## src/hw/rtl/hias_pkg.sv

```systemverilog
// Shared types and constants for the hashed-index array shuffle.
package hias_pkg;

  localparam int unsigned MaxElementsDef = 1024;

  localparam int unsigned KindW  = 2;
  localparam int unsigned PosW   = 10;
  localparam int unsigned DataW  = 32;
  localparam int unsigned CountW = 11;
  localparam int unsigned HashW  = 32;

  localparam logic [CountW-1:0] CountRst = 11'd1024;

  // integer mix constants
  localparam logic [HashW-1:0] HashMul = 32'h7ed55d16;
  localparam logic [HashW-1:0] HashXor = 32'hc761c23c;
  localparam int unsigned      HashShl = 12;
  localparam int unsigned      HashShr = 19;

  typedef enum logic [KindW-1:0] {
    KIND_WRITE = 2'd0,
    KIND_RUN   = 2'd1,
    KIND_READ  = 2'd2
  } kind_e;

  typedef enum logic [1:0] {
    WSRC_INPUT  = 2'd0,
    WSRC_PASS   = 2'd1,
    WSRC_TARGET = 2'd2
  } wsrc_e;

  typedef struct packed {
    logic [KindW-1:0]        kind;
    logic [PosW-1:0]         position;
    logic signed [DataW-1:0] word_in;
  } in_word_t;

  typedef struct packed {
    logic signed [DataW-1:0] word_out;
    logic                    run_done;
  } out_word_t;

  typedef struct packed {
    logic  rd_en;
    logic  rd_in;
    logic  mem_we;
    wsrc_e wsrc;
    logic  run_start;
    logic  pass_inc;
    logic  div_start;
    logic  out_load_read;
    logic  out_load_done;
  } hias_cmd_t;

  typedef struct packed {
    logic pass_lt_count;
    logic div_done;
  } hias_stat_t;

endpackage

```

## src/hw/rtl/hias_ctrl.sv

```systemverilog
// Controller: sequences word acceptance, the shuffle pass and the output word.
module hias_ctrl import hias_pkg::*; (
  input  logic             clk_i,
  input  logic             rst_ni,
  input  logic             in_valid_i,
  input  logic [KindW-1:0] in_kind_i,
  input  logic             out_stall_i,
  input  hias_stat_t       stat_i,
  output hias_cmd_t        cmd_o,
  output logic             in_stall_o,
  output logic             out_valid_o
);

  typedef enum logic [9:0] {
    S_IDLE   = 10'b00_0000_0001,
    S_READ   = 10'b00_0000_0010,
    S_NEXT   = 10'b00_0000_0100,
    S_HASH   = 10'b00_0000_1000,
    S_MIX    = 10'b00_0001_0000,
    S_DIV    = 10'b00_0010_0000,
    S_FETCH  = 10'b00_0100_0000,
    S_SWAP_P = 10'b00_1000_0000,
    S_SWAP_T = 10'b01_0000_0000,
    S_DONE   = 10'b10_0000_0000
  } state_e;

  state_e state_q, state_d;
  logic   out_valid_q, out_valid_d;
  logic   out_free;

  assign out_free = !out_valid_q || !out_stall_i;

  always_comb begin
    state_d = state_q;
    cmd_o   = '{wsrc: WSRC_INPUT, default: 1'b0};
    case (state_q)
      S_IDLE: begin
        if (in_valid_i) begin
          case (in_kind_i)
            KIND_WRITE: begin
              cmd_o.mem_we = 1'b1;
              cmd_o.wsrc   = WSRC_INPUT;
            end
            KIND_RUN: begin
              cmd_o.run_start = 1'b1;
              state_d         = S_NEXT;
            end
            KIND_READ: begin
              cmd_o.rd_en = 1'b1;
              cmd_o.rd_in = 1'b1;
              state_d     = S_READ;
            end
            default: begin
              // unused kind: word dropped
            end
          endcase
        end
      end
      S_READ: begin
        if (out_free) begin
          cmd_o.out_load_read = 1'b1;
          state_d             = S_IDLE;
        end
      end
      S_NEXT: begin
        state_d = stat_i.pass_lt_count ? S_HASH : S_DONE;
      end
      S_HASH: begin
        state_d = S_MIX;
      end
      S_MIX: begin
        cmd_o.div_start = 1'b1;
        state_d         = S_DIV;
      end
      S_DIV: begin
        if (stat_i.div_done) begin
          state_d = S_FETCH;
        end
      end
      S_FETCH: begin
        cmd_o.rd_en = 1'b1;
        state_d     = S_SWAP_P;
      end
      S_SWAP_P: begin
        cmd_o.mem_we = 1'b1;
        cmd_o.wsrc   = WSRC_PASS;
        state_d      = S_SWAP_T;
      end
      S_SWAP_T: begin
        cmd_o.mem_we   = 1'b1;
        cmd_o.wsrc     = WSRC_TARGET;
        cmd_o.pass_inc = 1'b1;
        state_d        = S_NEXT;
      end
      S_DONE: begin
        if (out_free) begin
          cmd_o.out_load_done = 1'b1;
          state_d             = S_IDLE;
        end
      end
      default: begin
        state_d = S_IDLE;
      end
    endcase
  end

  always_comb begin
    if (cmd_o.out_load_read || cmd_o.out_load_done) begin
      out_valid_d = 1'b1;
    end else if (!out_stall_i) begin
      out_valid_d = 1'b0;
    end else begin
      out_valid_d = out_valid_q;
    end
  end

  always_ff @(posedge clk_i or negedge rst_ni) begin
    if (!rst_ni) begin
      state_q     <= S_IDLE;
      out_valid_q <= 1'b0;
    end else begin
      state_q     <= state_d;
      out_valid_q <= out_valid_d;
    end
  end

  assign in_stall_o  = (state_q != S_IDLE);
  assign out_valid_o = out_valid_q;

endmodule

```

## config.mk

```make
export PLATFORM = sky130hd
export DESIGN_NAME = hias_ctrl
export DESIGN_NICKNAME = d
export VERILOG_FILES = /design/src/hw/rtl/hias_pkg.sv /design/src/hw/rtl/hias_ctrl.sv
export SDC_FILE = /design/constraint.sdc
export NUM_CORES = 1
export LEC_CHECK = 0
export BUFFER_PORTS_ARGS = -buffer_cell sky130_fd_sc_hd__clkbuf_2
export CORE_ASPECT_RATIO = 1.1
export CORE_MARGIN = 4
export CORE_UTILIZATION = 50
export DETAILED_ROUTE_END_ITERATION = 8
export PLACE_DENSITY = 0.82
export SETUP_SLACK_MARGIN = 0.5
export SYNTH_ARGS = -nofsm -noshare
export SYNTH_HDL_FRONTEND = slang
export SYNTH_SLANG_ARGS = --single-unit
```

## constraint.sdc

```tcl
create_clock -name clk_i -period 4.85 [get_ports clk_i]
set_input_delay 0.97 -clock clk_i [delete_from_list [all_inputs] [get_ports clk_i]]
set_output_delay 0.97 -clock clk_i [all_outputs]
set_load 0.005 [all_outputs]
```

==> flow_summary.html, run 1 <==
<table>
<tr><th>Metric</th><th>Value</th></tr>
<tr><th colspan="2">GRT</th></tr>
<tr><td>Total routing usage reported by global routing</td><td>0.176</td></tr>
<tr><td>Overflow left after global routing</td><td>0</td></tr>
<tr><td>Initial antenna violation count</td><td>0</td></tr>
<tr><td>Global-route wire length before repair</td><td>3020 µm</td></tr>
<tr><td>Vias in the first global route</td><td>740</td></tr>
<tr><td>Largest net degree at the start of global routing</td><td>14</td></tr>
<tr><th colspan="2">Critical path</th></tr>
<tr><td>Highest fanout seen on the critical path</td><td>8</td></tr>
<tr><td>Delay of the slowest cell on the worst path</td><td>between 400 and 500 ps</td></tr>
<tr><td>Internal reg-to-reg setup slack</td><td>2860 ps</td></tr>
<tr><td>Startpoint-to-endpoint class of the critical path</td><td>flip-flop to output port</td></tr>
<tr><td>Arrival time worst endpoint</td><td>2050 ps</td></tr>
<tr><td>Worst r2r dst</td><td>state_q[0]</td></tr>
<tr><td>Nature of the critical path startpoint</td><td>flip-flop</td></tr>
<tr><td>Series of cell instances along the critical path</td><td>or3_4 -&gt; nor3_4 -&gt; nand2_2 -&gt; nor3_2 -&gt; or2_1 -&gt; clkbuf_2</td></tr>
<tr><td>Required time of the worst setup path</td><td>3880 ps</td></tr>
<tr><td>Startpoint of the lowest-slack register-to-register path</td><td>state_q[0]</td></tr>
<tr><td>Critical Path End Type</td><td>output port</td></tr>
<tr><td>Worst reg2reg path depth</td><td>5</td></tr>
<tr><td>Highest-delay cell along the critical path</td><td>sky130_fd_sc_hd__dfrtp_1</td></tr>
<tr><th colspan="2">Pwr</th></tr>
<tr><td>Power Density</td><td>around 440 nW/µm²</td></tr>
<tr><td>Static power due to leakage</td><td>about 0.47 nW</td></tr>
<tr><td>Peak ir drop on the vdd network</td><td>226 µV</td></tr>
<tr><th colspan="2">Layout</th></tr>
<tr><td>Number of nets at the end of the flow</td><td>around 120</td></tr>
<tr><td>Antenna Diode Count</td><td>0</td></tr>
<tr><td>Area growth from synthesis to final layout</td><td>11.3%</td></tr>
<tr><td>Layout cell share with drive strength beyond 1</td><td>0.336</td></tr>
<tr><td>Area occupied by multi-input gates</td><td>a little under 500 µm²</td></tr>
<tr><td>Sequential cell area</td><td>~280 µm²</td></tr>
<tr><td>Final-layout fill cell count</td><td>between 100 and 150</td></tr>
<tr><th colspan="2">Clocking</th></tr>
<tr><td>Post-CTS sizing</td><td>0</td></tr>
<tr><td>Source-to-sink clock delay at the later pin of the worst-skew pair</td><td>approximately 260 ps</td></tr>
<tr><td>Hold-fix buffer count after cts</td><td>0</td></tr>
<tr><td>CTS buffer count</td><td>3</td></tr>
<tr><td>Clk Tree Root Cell</td><td>sky130_fd_sc_hd__clkbuf_4</td></tr>
<tr><td>Level count of the clock H-tree</td><td>1</td></tr>
<tr><td>TritonCTS clock tree</td><td>done</td></tr>
<tr><td>Register clock-pin slew on the reported worst setup and hold paths</td><td>70 ps</td></tr>
<tr><td>Number of clock sinks</td><td>11</td></tr>
<tr><td>Post-CTS setup buffer count</td><td>0</td></tr>
<tr><td>Maximum buffer depth of the clock tree</td><td>2</td></tr>
<tr><th colspan="2">Yosys</th></tr>
<tr><td>Synthesized instance count</td><td>a little over 90</td></tr>
<tr><td>Number of warnings reported in the yosys synthesis log</td><td>0</td></tr>
<tr><td>Synthesized area per cell</td><td>~8.9 µm²</td></tr>
<tr><td>Most used flip-flop cell after synthesis</td><td>sky130_fd_sc_hd__dfrtp_1</td></tr>
<tr><td>Share of the synthesized area in the top cell type</td><td>0.304</td></tr>
<tr><td>Netlist Area Pre-Place</td><td>just over 800 µm²</td></tr>
<tr><td>Commonest cells in the netlist</td><td>sky130_fd_sc_hd__dfrtp_1 (10), sky130_fd_sc_hd__nor3_1 (9), sky130_fd_sc_hd__nand2_1 (7)</td></tr>
<tr><td>Number of nets produced by synthesis</td><td>100</td></tr>
<tr><td>Async set-reset flop share out of synthesis</td><td>1.00</td></tr>
<tr><td>Library cell occupying the most area in the post-synthesis netlist</td><td>sky130_fd_sc_hd__dfrtp_1</td></tr>
<tr><td>EDFF count, synth</td><td>0</td></tr>
<tr><td>Flops &amp; latches, synth</td><td>11</td></tr>
<tr><td>Post-synthesis cell type count</td><td>38</td></tr>
<tr><td>Most frequent cell after synthesis</td><td>sky130_fd_sc_hd__dfrtp_1</td></tr>
<tr><td>Share of the yosys chip area belonging to registers</td><td>0.336</td></tr>
<tr><td>Synth area leaders</td><td>sky130_fd_sc_hd__dfrtp_1 (30%), sky130_fd_sc_hd__nor3_1 (5.5%), sky130_fd_sc_hd__xor2_1 (4.3%)</td></tr>
<tr><th colspan="2">Placed design</th></tr>
<tr><td>Final HPWL from detailed placement</td><td>1330 µm</td></tr>
<tr><td>Minimum setup slack after placement</td><td>2120 ps</td></tr>
<tr><td>Port bufs</td><td>19</td></tr>
<tr><td>Final weighted congestion in routability-driven placement</td><td>slightly below 0.9</td></tr>
<tr><th colspan="2">Route</th></tr>
<tr><td>Detailed router's first-iteration violation count</td><td>12</td></tr>
<tr><td>Routed vias</td><td>737</td></tr>
<tr><td>Via-to-Cell Ratio</td><td>5.94</td></tr>
<tr><td>DRC</td><td>0</td></tr>
<tr><td>Antenna violation net count after detailed routing</td><td>0</td></tr>
<tr><td>Number of iterations in the first detailed-routing pass</td><td>5</td></tr>
<tr><td>Routed length per instance</td><td>14.3 µm</td></tr>
<tr><td>Total length of routed wires</td><td>between 1500 and 2000 µm</td></tr>
<tr><th colspan="2">Worst hold path</th></tr>
<tr><td>Hold WC Path Type</td><td>flip-flop to flip-flop</td></tr>
<tr><td>End of the worst hold path</td><td>out_valid_o</td></tr>
<tr><td>Startpoint of the most critical hold path</td><td>out_valid_o</td></tr>
<tr><td>Min-Delay Path Depth</td><td>2</td></tr>
<tr><th colspan="2">Floorplanning</th></tr>
<tr><td>Core footprint</td><td>around 1600 µm²</td></tr>
<tr><td>IO Count</td><td>20</td></tr>
<tr><td>Site Rows</td><td>15</td></tr>
<tr><td>Chip height</td><td>just over 50 µm</td></tr>
<tr><td>Die ar.</td><td>between 2000 and 2500 µm²</td></tr>
<tr><td>Die Wd</td><td>46.7 µm</td></tr>
<tr><td>Effective utilization at floorplan</td><td>0.528</td></tr>
<tr><th colspan="2">Timing</th></tr>
<tr><td>Worst slew pin tran</td><td>547 ps</td></tr>
<tr><td>Pins Over Slew Limit</td><td>0</td></tr>
<tr><td>Final setup skew</td><td>approximately 2.1 ps</td></tr>
<tr><td>Final critical delay including setup and external delays</td><td>3020 ps</td></tr>
<tr><td>Worst Slack Setup Final</td><td>1830 ps</td></tr>
<tr><td>Achievable clock frequency</td><td>331 MHz</td></tr>
<tr><td>Slew headroom</td><td>0.633</td></tr>
<tr><td>Setup violation total in the final timing report</td><td>0</td></tr>
<tr><td>Post-route setup TNS</td><td>0 ps</td></tr>
<tr><td>Setup repair after global routing missed its margin</td><td>false</td></tr>
<tr><td>Hold Vio Cnt, Final</td><td>0</td></tr>
<tr><td>Final clock period utilization by the worst path</td><td>0.623</td></tr>
<tr><th colspan="2">Job</th></tr>
<tr><td>Number of violations of the max-capacitance limit</td><td>0</td></tr>
<tr><th colspan="2">Status</th></tr>
<tr><td>Status</td><td>finished clean</td></tr>
</table>
-- critical path, delay by kind of cell, from the launching register on --
kind | cells | cell delay [ps]
buffers and inverters | 1 | 100
DFF | 1 | 460
and+or+nand+nor | 5 | 1230
-- final cells by class --
class	count	area share
timing repair buffer	19	0.104
tap	17	0.0233
clock buffer	4	0.0287
multi-input combinational	69	0.525
inverter	4	0.0164
sequential	11	0.302
-- sequential cells by signal, indices dropped and copies added (netlist names) --
signal	cells
out_valid_o	1
state_q	10
-- placed cells by master (no fill, tap or decap), types with 4 or more instances in the layout --
cell                        n
sky130_fd_sc_hd__clkbuf_2  19
sky130_fd_sc_hd__dfrtp_1   10
sky130_fd_sc_hd__inv_1      4
sky130_fd_sc_hd__nand2_1    7
sky130_fd_sc_hd__nand2b_1   4
sky130_fd_sc_hd__nor3_1     9
sky130_fd_sc_hd__nor4_1     5
sky130_fd_sc_hd__o21ai_0    6
sky130_fd_sc_hd__xor2_1     4
-- cell families (layout without fill, tap and decap cells) --
logic type	after synthesis	count (layout)	share of synthesized area
compound gates	13	13	0.114
xor+xnor	5	5	0.0533
buf+inv	12	27	0.0791
flops	11	11	0.336
mux	1	1	0.0122
simple gates	50	50	0.405
-- power breakdown --
group          internal [mW]  switching [mW]
sequential             0.110          0.0302
clock                 0.0318          0.0302
combinational         0.0935           0.108
total                  0.236           0.169
-- worst max path at each step --
stage	from	endpoint	slack, ps
floorplan	state_q[2]	cmd_o[9]	2260
global placement	state_q[2]	cmd_o[9]	2170
detailed placement	state_q[2]	cmd_o[9]	2120
CTS	state_q[2]	cmd_o[9]	1810
global route	state_q[2]	cmd_o[9]	1670
finish	state_q[2]	cmd_o[9]	1830
-- through the flow --
stage	hold slack, ps	instance area (µm²)	power, mW	std cells	util
floorplan	518	822	0.306	92	-
global placement	534	888	0.337	120	0.570
detailed placement	536	888	0.341	120	0.570
CTS	553	915	0.406	124	0.587
global route	572	915	0.434	124	0.587
finish	551	915	0.404	124	0.587
-- routing by layer --
layer	vias up	GRT usage	wire length, µm
li1	361	-	-
met1	357	0.214	800
met2	17	0.294	895
met3	2	0.0108	55
met4	0	0.101	23
met5	-	0	0
Power figures use the tool's default switching activity.
==> run 2, diff against run 1 <==
ABC_AREA = 1   (was default)
clock period = 3 ns   (was 4.85 ns; I/O delays follow)
==> flow_summary.html, run 2 <==
<table>
<tr><th>Metric</th><th>Value</th></tr>
<tr><th colspan="2">Yosys</th></tr>
<tr><td>Commonest cells in the netlist</td><td>sky130_fd_sc_hd__inv_1 (27), sky130_fd_sc_hd__nand2_1 (27), sky130_fd_sc_hd__nor2_1 (20)</td></tr>
<tr><td>Async set-reset flop share out of synthesis</td><td>1.00</td></tr>
<tr><td>Synth area leaders</td><td>sky130_fd_sc_hd__dfrtp_1 (29%), sky130_fd_sc_hd__inv_1 (12%), sky130_fd_sc_hd__nand2_1 (12%)</td></tr>
<tr><td>Share of the yosys chip area belonging to registers</td><td>0.322</td></tr>
<tr><td>Synthesized area per cell</td><td>around 6.8 µm²</td></tr>
<tr><td>Synthesized instance count</td><td>around 130</td></tr>
<tr><td>Number of nets produced by synthesis</td><td>approximately 140</td></tr>
<tr><td>Share of the synthesized area in the top cell type</td><td>0.292</td></tr>
<tr><td>Post-synthesis cell type count</td><td>20</td></tr>
<tr><td>EDFF count, synth</td><td>0</td></tr>
<tr><td>Netlist Area Pre-Place</td><td>about 860 µm²</td></tr>
<tr><td>Most used flip-flop cell after synthesis</td><td>sky130_fd_sc_hd__dfrtp_1</td></tr>
<tr><td>Flops &amp; latches, synth</td><td>11</td></tr>
<tr><td>Library cell occupying the most area in the post-synthesis netlist</td><td>sky130_fd_sc_hd__dfrtp_1</td></tr>
<tr><td>Number of warnings reported in the yosys synthesis log</td><td>0</td></tr>
<tr><th colspan="2">GRT</th></tr>
<tr><td>Global-route wire length before repair</td><td>between 3000 and 4000 µm</td></tr>
<tr><td>Vias in the first global route</td><td>between 700 and 800</td></tr>
<tr><td>Largest net degree at the start of global routing</td><td>12</td></tr>
<tr><td>Initial antenna violation count</td><td>0</td></tr>
<tr><td>Overflow left after global routing</td><td>0</td></tr>
<tr><td>Total routing usage reported by global routing</td><td>0.190</td></tr>
<tr><th colspan="2">Timing</th></tr>
<tr><td>Hold Vio Cnt, Final</td><td>0</td></tr>
<tr><td>Slew headroom</td><td>0.741</td></tr>
<tr><td>Setup violation total in the final timing report</td><td>0</td></tr>
<tr><td>Setup repair after global routing missed its margin</td><td>false</td></tr>
<tr><td>Final critical delay including setup and external delays</td><td>around 2300 ps</td></tr>
<tr><td>Post-route setup TNS</td><td>0 ps</td></tr>
<tr><td>Worst slew pin tran</td><td>~390 ps</td></tr>
<tr><td>Final setup skew</td><td>approximately 7.1 ps</td></tr>
<tr><td>Final Hold Slack</td><td>186 ps</td></tr>
<tr><td>Achievable clock frequency</td><td>approximately 440 MHz</td></tr>
<tr><td>Final clock period utilization by the worst path</td><td>0.765</td></tr>
<tr><td>Pins Over Slew Limit</td><td>0</td></tr>
<tr><th colspan="2">Route</th></tr>
<tr><td>Total length of routed wires</td><td>1880 µm</td></tr>
<tr><td>Detailed router's first-iteration violation count</td><td>23</td></tr>
<tr><td>Number of iterations in the first detailed-routing pass</td><td>4</td></tr>
<tr><td>Routed vias</td><td>approximately 840</td></tr>
<tr><td>Routed length per instance</td><td>between 10 and 15 µm</td></tr>
<tr><td>DRC</td><td>0</td></tr>
<tr><td>Via-to-Cell Ratio</td><td>between 5 and 6</td></tr>
<tr><td>Antenna violation net count after detailed routing</td><td>0</td></tr>
<tr><th colspan="2">Status</th></tr>
<tr><td>Status</td><td>finished clean</td></tr>
<tr><th colspan="2">Critical path</th></tr>
<tr><td>Nature of the critical path startpoint</td><td>flip-flop</td></tr>
<tr><td>Delay of the slowest cell on the worst path</td><td>around 550 ps</td></tr>
<tr><td>Required time of the worst setup path</td><td>2400 ps</td></tr>
<tr><td>Setup crit start</td><td>state_q[0]</td></tr>
<tr><td>Arrival time worst endpoint</td><td>~1700 ps</td></tr>
<tr><td>Highest fanout seen on the critical path</td><td>5</td></tr>
<tr><td>Highest-delay cell along the critical path</td><td>sky130_fd_sc_hd__dfstp_2</td></tr>
<tr><td>Startpoint-to-endpoint class of the critical path</td><td>flip-flop to output port</td></tr>
<tr><td>Cell family contributing the most delay on the critical path</td><td>flip-flops</td></tr>
<tr><td>Startpoint of the lowest-slack register-to-register path</td><td>state_q[0]</td></tr>
<tr><td>CP Buf/Inv Count</td><td>2</td></tr>
<tr><td>Critical Path End Type</td><td>output port</td></tr>
<tr><td>Series of cell instances along the critical path</td><td>inv_1 -&gt; nor2_1 -&gt; nand4_1 -&gt; o21ai_0 -&gt; clkbuf_2</td></tr>
<tr><th colspan="2">Placed design</th></tr>
<tr><td>Port bufs</td><td>19</td></tr>
<tr><td>Standard cell area after detailed placement</td><td>roughly 1000 µm²</td></tr>
<tr><td>Final weighted congestion in routability-driven placement</td><td>a little under 0.9</td></tr>
<tr><td>Final HPWL from detailed placement</td><td>~1600 µm</td></tr>
<tr><th colspan="2">Clocking</th></tr>
<tr><td>Source-to-sink clock delay at the later pin of the worst-skew pair</td><td>about 280 ps</td></tr>
<tr><td>Clk Tree Root Cell</td><td>sky130_fd_sc_hd__clkbuf_4</td></tr>
<tr><td>CTS buffer count</td><td>3</td></tr>
<tr><td>Post-CTS sizing</td><td>0</td></tr>
<tr><td>TritonCTS clock tree</td><td>done</td></tr>
<tr><td>Register clock-pin slew on the reported worst setup and hold paths</td><td>roughly 80 ps</td></tr>
<tr><td>Number of clock sinks</td><td>11</td></tr>
<tr><td>Level count of the clock H-tree</td><td>1</td></tr>
<tr><td>Maximum buffer depth of the clock tree</td><td>2</td></tr>
<tr><td>Post-CTS setup buffer count</td><td>0</td></tr>
<tr><td>Hold-fix buffer count after cts</td><td>0</td></tr>
<tr><th colspan="2">Floorplanning</th></tr>
<tr><td>Die ar.</td><td>about 2400 µm²</td></tr>
<tr><td>Effective utilization at floorplan</td><td>0.538</td></tr>
<tr><td>Site Rows</td><td>15</td></tr>
<tr><td>IO Count</td><td>20</td></tr>
<tr><td>Core footprint</td><td>1600 µm²</td></tr>
<tr><td>Die Wd</td><td>roughly 48 µm</td></tr>
<tr><td>Chip height</td><td>about 51 µm</td></tr>
<tr><th colspan="2">Pwr</th></tr>
<tr><td>Power, Total</td><td>approximately 0.71 mW</td></tr>
<tr><td>Power Density</td><td>about 700 nW/µm²</td></tr>
<tr><td>Peak ir drop on the vdd network</td><td>452 µV</td></tr>
<tr><td>Static power due to leakage</td><td>0.665 nW</td></tr>
<tr><th colspan="2">Worst hold path</th></tr>
<tr><td>Hold WC Path Type</td><td>input pin to asynchronous set/reset pin</td></tr>
<tr><th colspan="2">Layout</th></tr>
<tr><td>Register name with the most flops</td><td>state_q</td></tr>
<tr><td>Leading cell types in the layout, fill and taps excluded</td><td>sky130_fd_sc_hd__inv_1 (27), sky130_fd_sc_hd__nand2_1 (27), sky130_fd_sc_hd__nor2_1 (20)</td></tr>
<tr><td>Number of nets at the end of the flow</td><td>about 160</td></tr>
<tr><td>Post-Layout Inst Area</td><td>approximately 1000 µm²</td></tr>
<tr><td>Layout cell share with drive strength beyond 1</td><td>0.300</td></tr>
<tr><td>Number of flip-flops under the largest register name</td><td>10</td></tr>
<tr><td>Antenna Diode Count</td><td>0</td></tr>
<tr><td>Area growth from synthesis to final layout</td><td>16.6%</td></tr>
<tr><th colspan="2">Job</th></tr>
<tr><td>Number of violations of the max-capacitance limit</td><td>0</td></tr>
</table>
==> run 2: logic make-up (layout without fill, tap and decap cells) <==
logic type             count (synthesis)  after routing  synth area share
DFF                                   11             11             0.322
and+or+nand+nor                       84             84             0.534
buffers and inverters                 29             52             0.127
AOI/OAI and AO/OA                      3              3            0.0175
==> run 2: metrics by stage <==
step / utilization / worst slack [ps] / instances
2_1_floorplan: - / 1210 / 127
3_3_place_gp: 0.611 / 1070 / 163
3_5_place_dp: 0.611 / 1030 / 163
4_1_cts: 0.627 / 715 / 167
5_1_grt: 0.627 / 536 / 167
6_report: 0.627 / 705 / 167
==> run 2: report_power, final <==
group | switching (mW) | leakage, nW | internal (mW)
Sequential | 0.0269 | 0.147 | 0.183
Combinational | 0.250 | 0.503 | 0.147
Clock | 0.0542 | 0.0150 | 0.0516
==> run 2: worst reg2reg max path, cell delays in order (launching register included) <==
cell                      delay (ps)
sky130_fd_sc_hd__dfstp_2         550
sky130_fd_sc_hd__inv_1            50
sky130_fd_sc_hd__nor2_1          310
sky130_fd_sc_hd__nand4_1         200
sky130_fd_sc_hd__nand3_2         160
sky130_fd_sc_hd__nand2_1          60
sky130_fd_sc_hd__nand2_1          60
sky130_fd_sc_hd__inv_1            40
==> run 2: per-layer routing <==
metal / track usage / wire length (µm) / share of wire / up-vias
met5: 0 / 0 / 0 / -
met3: 0.0246 / 86 / 0.046 / 4
met1: 0.251 / 834 / 0.44 / 384
met4: 0.0968 / 48 / 0.026 / 0
met2: 0.292 / 910 / 0.48 / 21
li1: - / - / - / 428
==> run 2: final cells by class <==
class                           instances  area [µm²]
Clock buffer                            4        26.3
Fill cell                             145         594
Inverter                               29         109
Multi-Input combinational cell         87         473
Sequential cell                        11         277
Tap cell                               17        21.3
Timing Repair Buffer                   19        95.1
==> run 2: final timing paths <==
path,to,slack (ps),cells past startpoint
setup / recovery,cmd_o[9],710,5
hold / removal,state_q[5],190,1
setup reg to reg,state_q[1],1470,7
hold reg to reg,state_q[0],500,2
max in group asynchronous,state_q[0],2540,1
min in group clk_i,state_q[0],500,2
==> run 3, diff against run 2 <==
clock period = 2.18 ns   (was 3 ns; I/O delays follow)
==> flow_summary.html, run 3 (synthesis results as in run 2) <==
<table>
<tr><th>Metric</th><th>Value</th></tr>
<tr><th colspan="2">Status</th></tr>
<tr><td>Status</td><td>finished clean</td></tr>
<tr><th colspan="2">Critical path</th></tr>
<tr><td>Highest fanout seen on the critical path</td><td>4</td></tr>
<tr><td>Nature of the critical path startpoint</td><td>flip-flop</td></tr>
<tr><td>Series of cell instances along the critical path</td><td>nor2_4 -&gt; nand2_4 -&gt; nor2_8 -&gt; nand4_1 -&gt; nor2_1 -&gt; buf_2</td></tr>
<tr><td>Highest-delay cell along the critical path</td><td>sky130_fd_sc_hd__dfrtp_1</td></tr>
<tr><td>Cell family contributing the most delay on the critical path</td><td>simple AND/OR/NAND/NOR gates</td></tr>
<tr><td>Startpoint-to-endpoint class of the critical path</td><td>flip-flop to output port</td></tr>
<tr><td>CP Buf/Inv Count</td><td>1</td></tr>
<tr><td>Delay of the slowest cell on the worst path</td><td>~440 ps</td></tr>
<tr><td>Critical Path End Type</td><td>output port</td></tr>
<tr><td>Required time of the worst setup path</td><td>1740 ps</td></tr>
<tr><td>Arrival time worst endpoint</td><td>about 1700 ps</td></tr>
<tr><th colspan="2">Pwr</th></tr>
<tr><td>Switching power</td><td>between 0.6 and 0.7 mW</td></tr>
<tr><td>Static power due to leakage</td><td>about 0.85 nW</td></tr>
<tr><td>Net switching fraction of the power</td><td>0.473</td></tr>
<tr><td>Sequential group share of total power</td><td>0.207</td></tr>
<tr><td>Proportion of power drawn by combinational gates</td><td>0.681</td></tr>
<tr><td>Fraction of power consumed by the clock network</td><td>0.112</td></tr>
<tr><td>Peak ir drop on the vdd network</td><td>940 µV</td></tr>
<tr><td>Power Density</td><td>around 1100 nW/µm²</td></tr>
<tr><td>Internal power consumption</td><td>roughly 0.74 mW</td></tr>
<tr><th colspan="2">Floorplanning</th></tr>
<tr><td>Die ar.</td><td>2440 µm²</td></tr>
<tr><td>Chip height</td><td>51.5 µm</td></tr>
<tr><td>Effective utilization at floorplan</td><td>0.538</td></tr>
<tr><td>Die Wd</td><td>47.5 µm</td></tr>
<tr><td>IO Count</td><td>20</td></tr>
<tr><td>Core footprint</td><td>approximately 1600 µm²</td></tr>
<tr><td>Site Rows</td><td>15</td></tr>
<tr><th colspan="2">GRT</th></tr>
<tr><td>Global-route wire length before repair</td><td>4420 µm</td></tr>
<tr><td>Total routing usage reported by global routing</td><td>0.262</td></tr>
<tr><td>Initial antenna violation count</td><td>0</td></tr>
<tr><td>Largest net degree at the start of global routing</td><td>12</td></tr>
<tr><td>Vias in the first global route</td><td>roughly 950</td></tr>
<tr><td>Overflow left after global routing</td><td>0</td></tr>
<tr><th colspan="2">Route</th></tr>
<tr><td>Number of iterations in the first detailed-routing pass</td><td>4</td></tr>
<tr><td>Routed vias</td><td>roughly 1100</td></tr>
<tr><td>Total length of routed wires</td><td>between 3000 and 4000 µm</td></tr>
<tr><td>Antenna violation net count after detailed routing</td><td>0</td></tr>
<tr><td>Detailed router's first-iteration violation count</td><td>74</td></tr>
<tr><td>Routed length per instance</td><td>approximately 18 µm</td></tr>
<tr><td>DRC</td><td>0</td></tr>
<tr><td>Via-to-Cell Ratio</td><td>5.76</td></tr>
<tr><th colspan="2">Timing</th></tr>
<tr><td>Final Hold Slack</td><td>roughly 20 ps</td></tr>
<tr><td>Setup repair after global routing missed its margin</td><td>true</td></tr>
<tr><td>Final clock period utilization by the worst path</td><td>0.959</td></tr>
<tr><td>Worst slew pin tran</td><td>318 ps</td></tr>
<tr><td>Setup violation total in the final timing report</td><td>0</td></tr>
<tr><td>Final critical delay including setup and external delays</td><td>approximately 2100 ps</td></tr>
<tr><td>Slew headroom</td><td>0.788</td></tr>
<tr><td>Final setup skew</td><td>between 6 and 7 ps</td></tr>
<tr><td>Pins Over Slew Limit</td><td>0</td></tr>
<tr><td>Post-route setup TNS</td><td>0 ps</td></tr>
<tr><td>Hold Vio Cnt, Final</td><td>0</td></tr>
<tr><td>Achievable clock frequency</td><td>around 480 MHz</td></tr>
<tr><th colspan="2">Layout</th></tr>
<tr><td>Layout cell share with drive strength beyond 1</td><td>0.464</td></tr>
<tr><td>Register name with the most flops</td><td>state_q</td></tr>
<tr><td>Final-layout fill cell count</td><td>between 80 and 90</td></tr>
<tr><td>Number of flip-flops under the largest register name</td><td>10</td></tr>
<tr><td>Commonest non-fill, non-tap cell in the layout</td><td>sky130_fd_sc_hd__buf_4</td></tr>
<tr><td>Area occupied by multi-input gates</td><td>557 µm²</td></tr>
<tr><td>Area growth from synthesis to final layout</td><td>55.2%</td></tr>
<tr><td>Antenna Diode Count</td><td>0</td></tr>
<tr><td>Leading cell types in the layout, fill and taps excluded</td><td>sky130_fd_sc_hd__buf_4 (29), sky130_fd_sc_hd__inv_1 (26), sky130_fd_sc_hd__nand2_1 (25)</td></tr>
<tr><td>Sequential cell area</td><td>278 µm²</td></tr>
<tr><td>Number of nets at the end of the flow</td><td>190</td></tr>
<tr><th colspan="2">Clocking</th></tr>
<tr><td>Maximum buffer depth of the clock tree</td><td>2</td></tr>
<tr><td>Number of clock sinks</td><td>11</td></tr>
<tr><td>Source-to-sink clock delay at the later pin of the worst-skew pair</td><td>about 290 ps</td></tr>
<tr><td>Register clock-pin slew on the reported worst setup and hold paths</td><td>roughly 90 ps</td></tr>
<tr><td>Level count of the clock H-tree</td><td>1</td></tr>
<tr><td>TritonCTS clock tree</td><td>done</td></tr>
<tr><td>Clk Tree Root Cell</td><td>sky130_fd_sc_hd__clkbuf_4</td></tr>
<tr><td>CTS buffer count</td><td>3</td></tr>
<tr><th colspan="2">Placed design</th></tr>
<tr><td>Final weighted congestion in routability-driven placement</td><td>approximately 0.87</td></tr>
<tr><td>Port bufs</td><td>19</td></tr>
<tr><td>Final HPWL from detailed placement</td><td>approximately 1600 µm</td></tr>
<tr><th colspan="2">Job</th></tr>
<tr><td>Number of violations of the max-capacitance limit</td><td>0</td></tr>
<tr><th colspan="2">Worst hold path</th></tr>
<tr><td>Hold WC Path Type</td><td>input pin to asynchronous set/reset pin</td></tr>
</table>
-- run 3: worst register-to-register path, stage by stage, from the launching register on --
cell and delay, ps:
sky130_fd_sc_hd__dfrtp_1 440, sky130_fd_sc_hd__nor2_4 160, sky130_fd_sc_hd__buf_4 170, sky130_fd_sc_hd__nand2_8 70, sky130_fd_sc_hd__nor2_4 170, sky130_fd_sc_hd__nand2_4 80, sky130_fd_sc_hd__buf_4 150, sky130_fd_sc_hd__nand2_2 80
sky130_fd_sc_hd__nand2_2 90, sky130_fd_sc_hd__nand3_4 120, sky130_fd_sc_hd__nand2_1 70, sky130_fd_sc_hd__nand2_1 60, sky130_fd_sc_hd__inv_1 40
-- run 3: final cells by class --
class | instances | share of cell area
flip-flops and latches | 11 | 0.208
repair buffers | 50 | 0.256
multi-input cells | 87 | 0.418
clock buffers | 4 | 0.0197
inverters | 29 | 0.0817
well taps | 17 | 0.0160
-- run 3: worst paths after layout --
path	end	start	cells past startpoint	slack [ps]
min	state_q[3]	rst_ni	1	20
max in group asynchronous	state_q[0]	rst_ni	1	1870
min reg2reg	state_q[0]	state_q[0]	2	530
max reg2reg	state_q[1]	state_q[7]	12	400
min in group clk_i	state_q[3]	stat_i[1]	3	360
max	cmd_o[8]	state_q[2]	6	90
-- run 3: through the flow --
step	util	area [µm²]	worst slack (ps)	power, mW	instances
floorplan	-	858	554	0.719	127
global placement	0.611	975	418	0.826	163
detailed placement	0.611	975	374	0.837	163
CTS	0.730	1160	254	1.13	183
global route	0.835	1330	27.7	1.49	198
finish	0.835	1330	88.8	1.41	198
-- run 3: power groups by stage --
stage          logic, mW  clock network (mW)  registers (mW)
6_report           0.958               0.158           0.291
5_1_grt             1.03               0.161           0.296
4_1_cts            0.694               0.144           0.291
3_5_place_dp       0.545                   0           0.293
3_3_place_gp       0.536                   0           0.291
2_1_floorplan      0.432                   0           0.287
-- run 3: what timing repair did --
action / CTS / global route
resized for setup: 13 / 14
buffers inserted: 16 / 15
cloned: 0 / 0
pin swaps: 7 / 14
setup endpoints to repair: 11 / 12
hold buffers: 0 / 0
-- run 3: layer usage --
| layer | GRT usage | vias up | share of wire |
|---|---|---|---|
| met5 | 0 | - | 0 |
| met4 | 0.152 | 0 | 0.074 |
| met3 | 0.0282 | 27 | 0.073 |
| met2 | 0.451 | 84 | 0.49 |
| met1 | 0.294 | 535 | 0.36 |
| li1 | - | 494 | - |
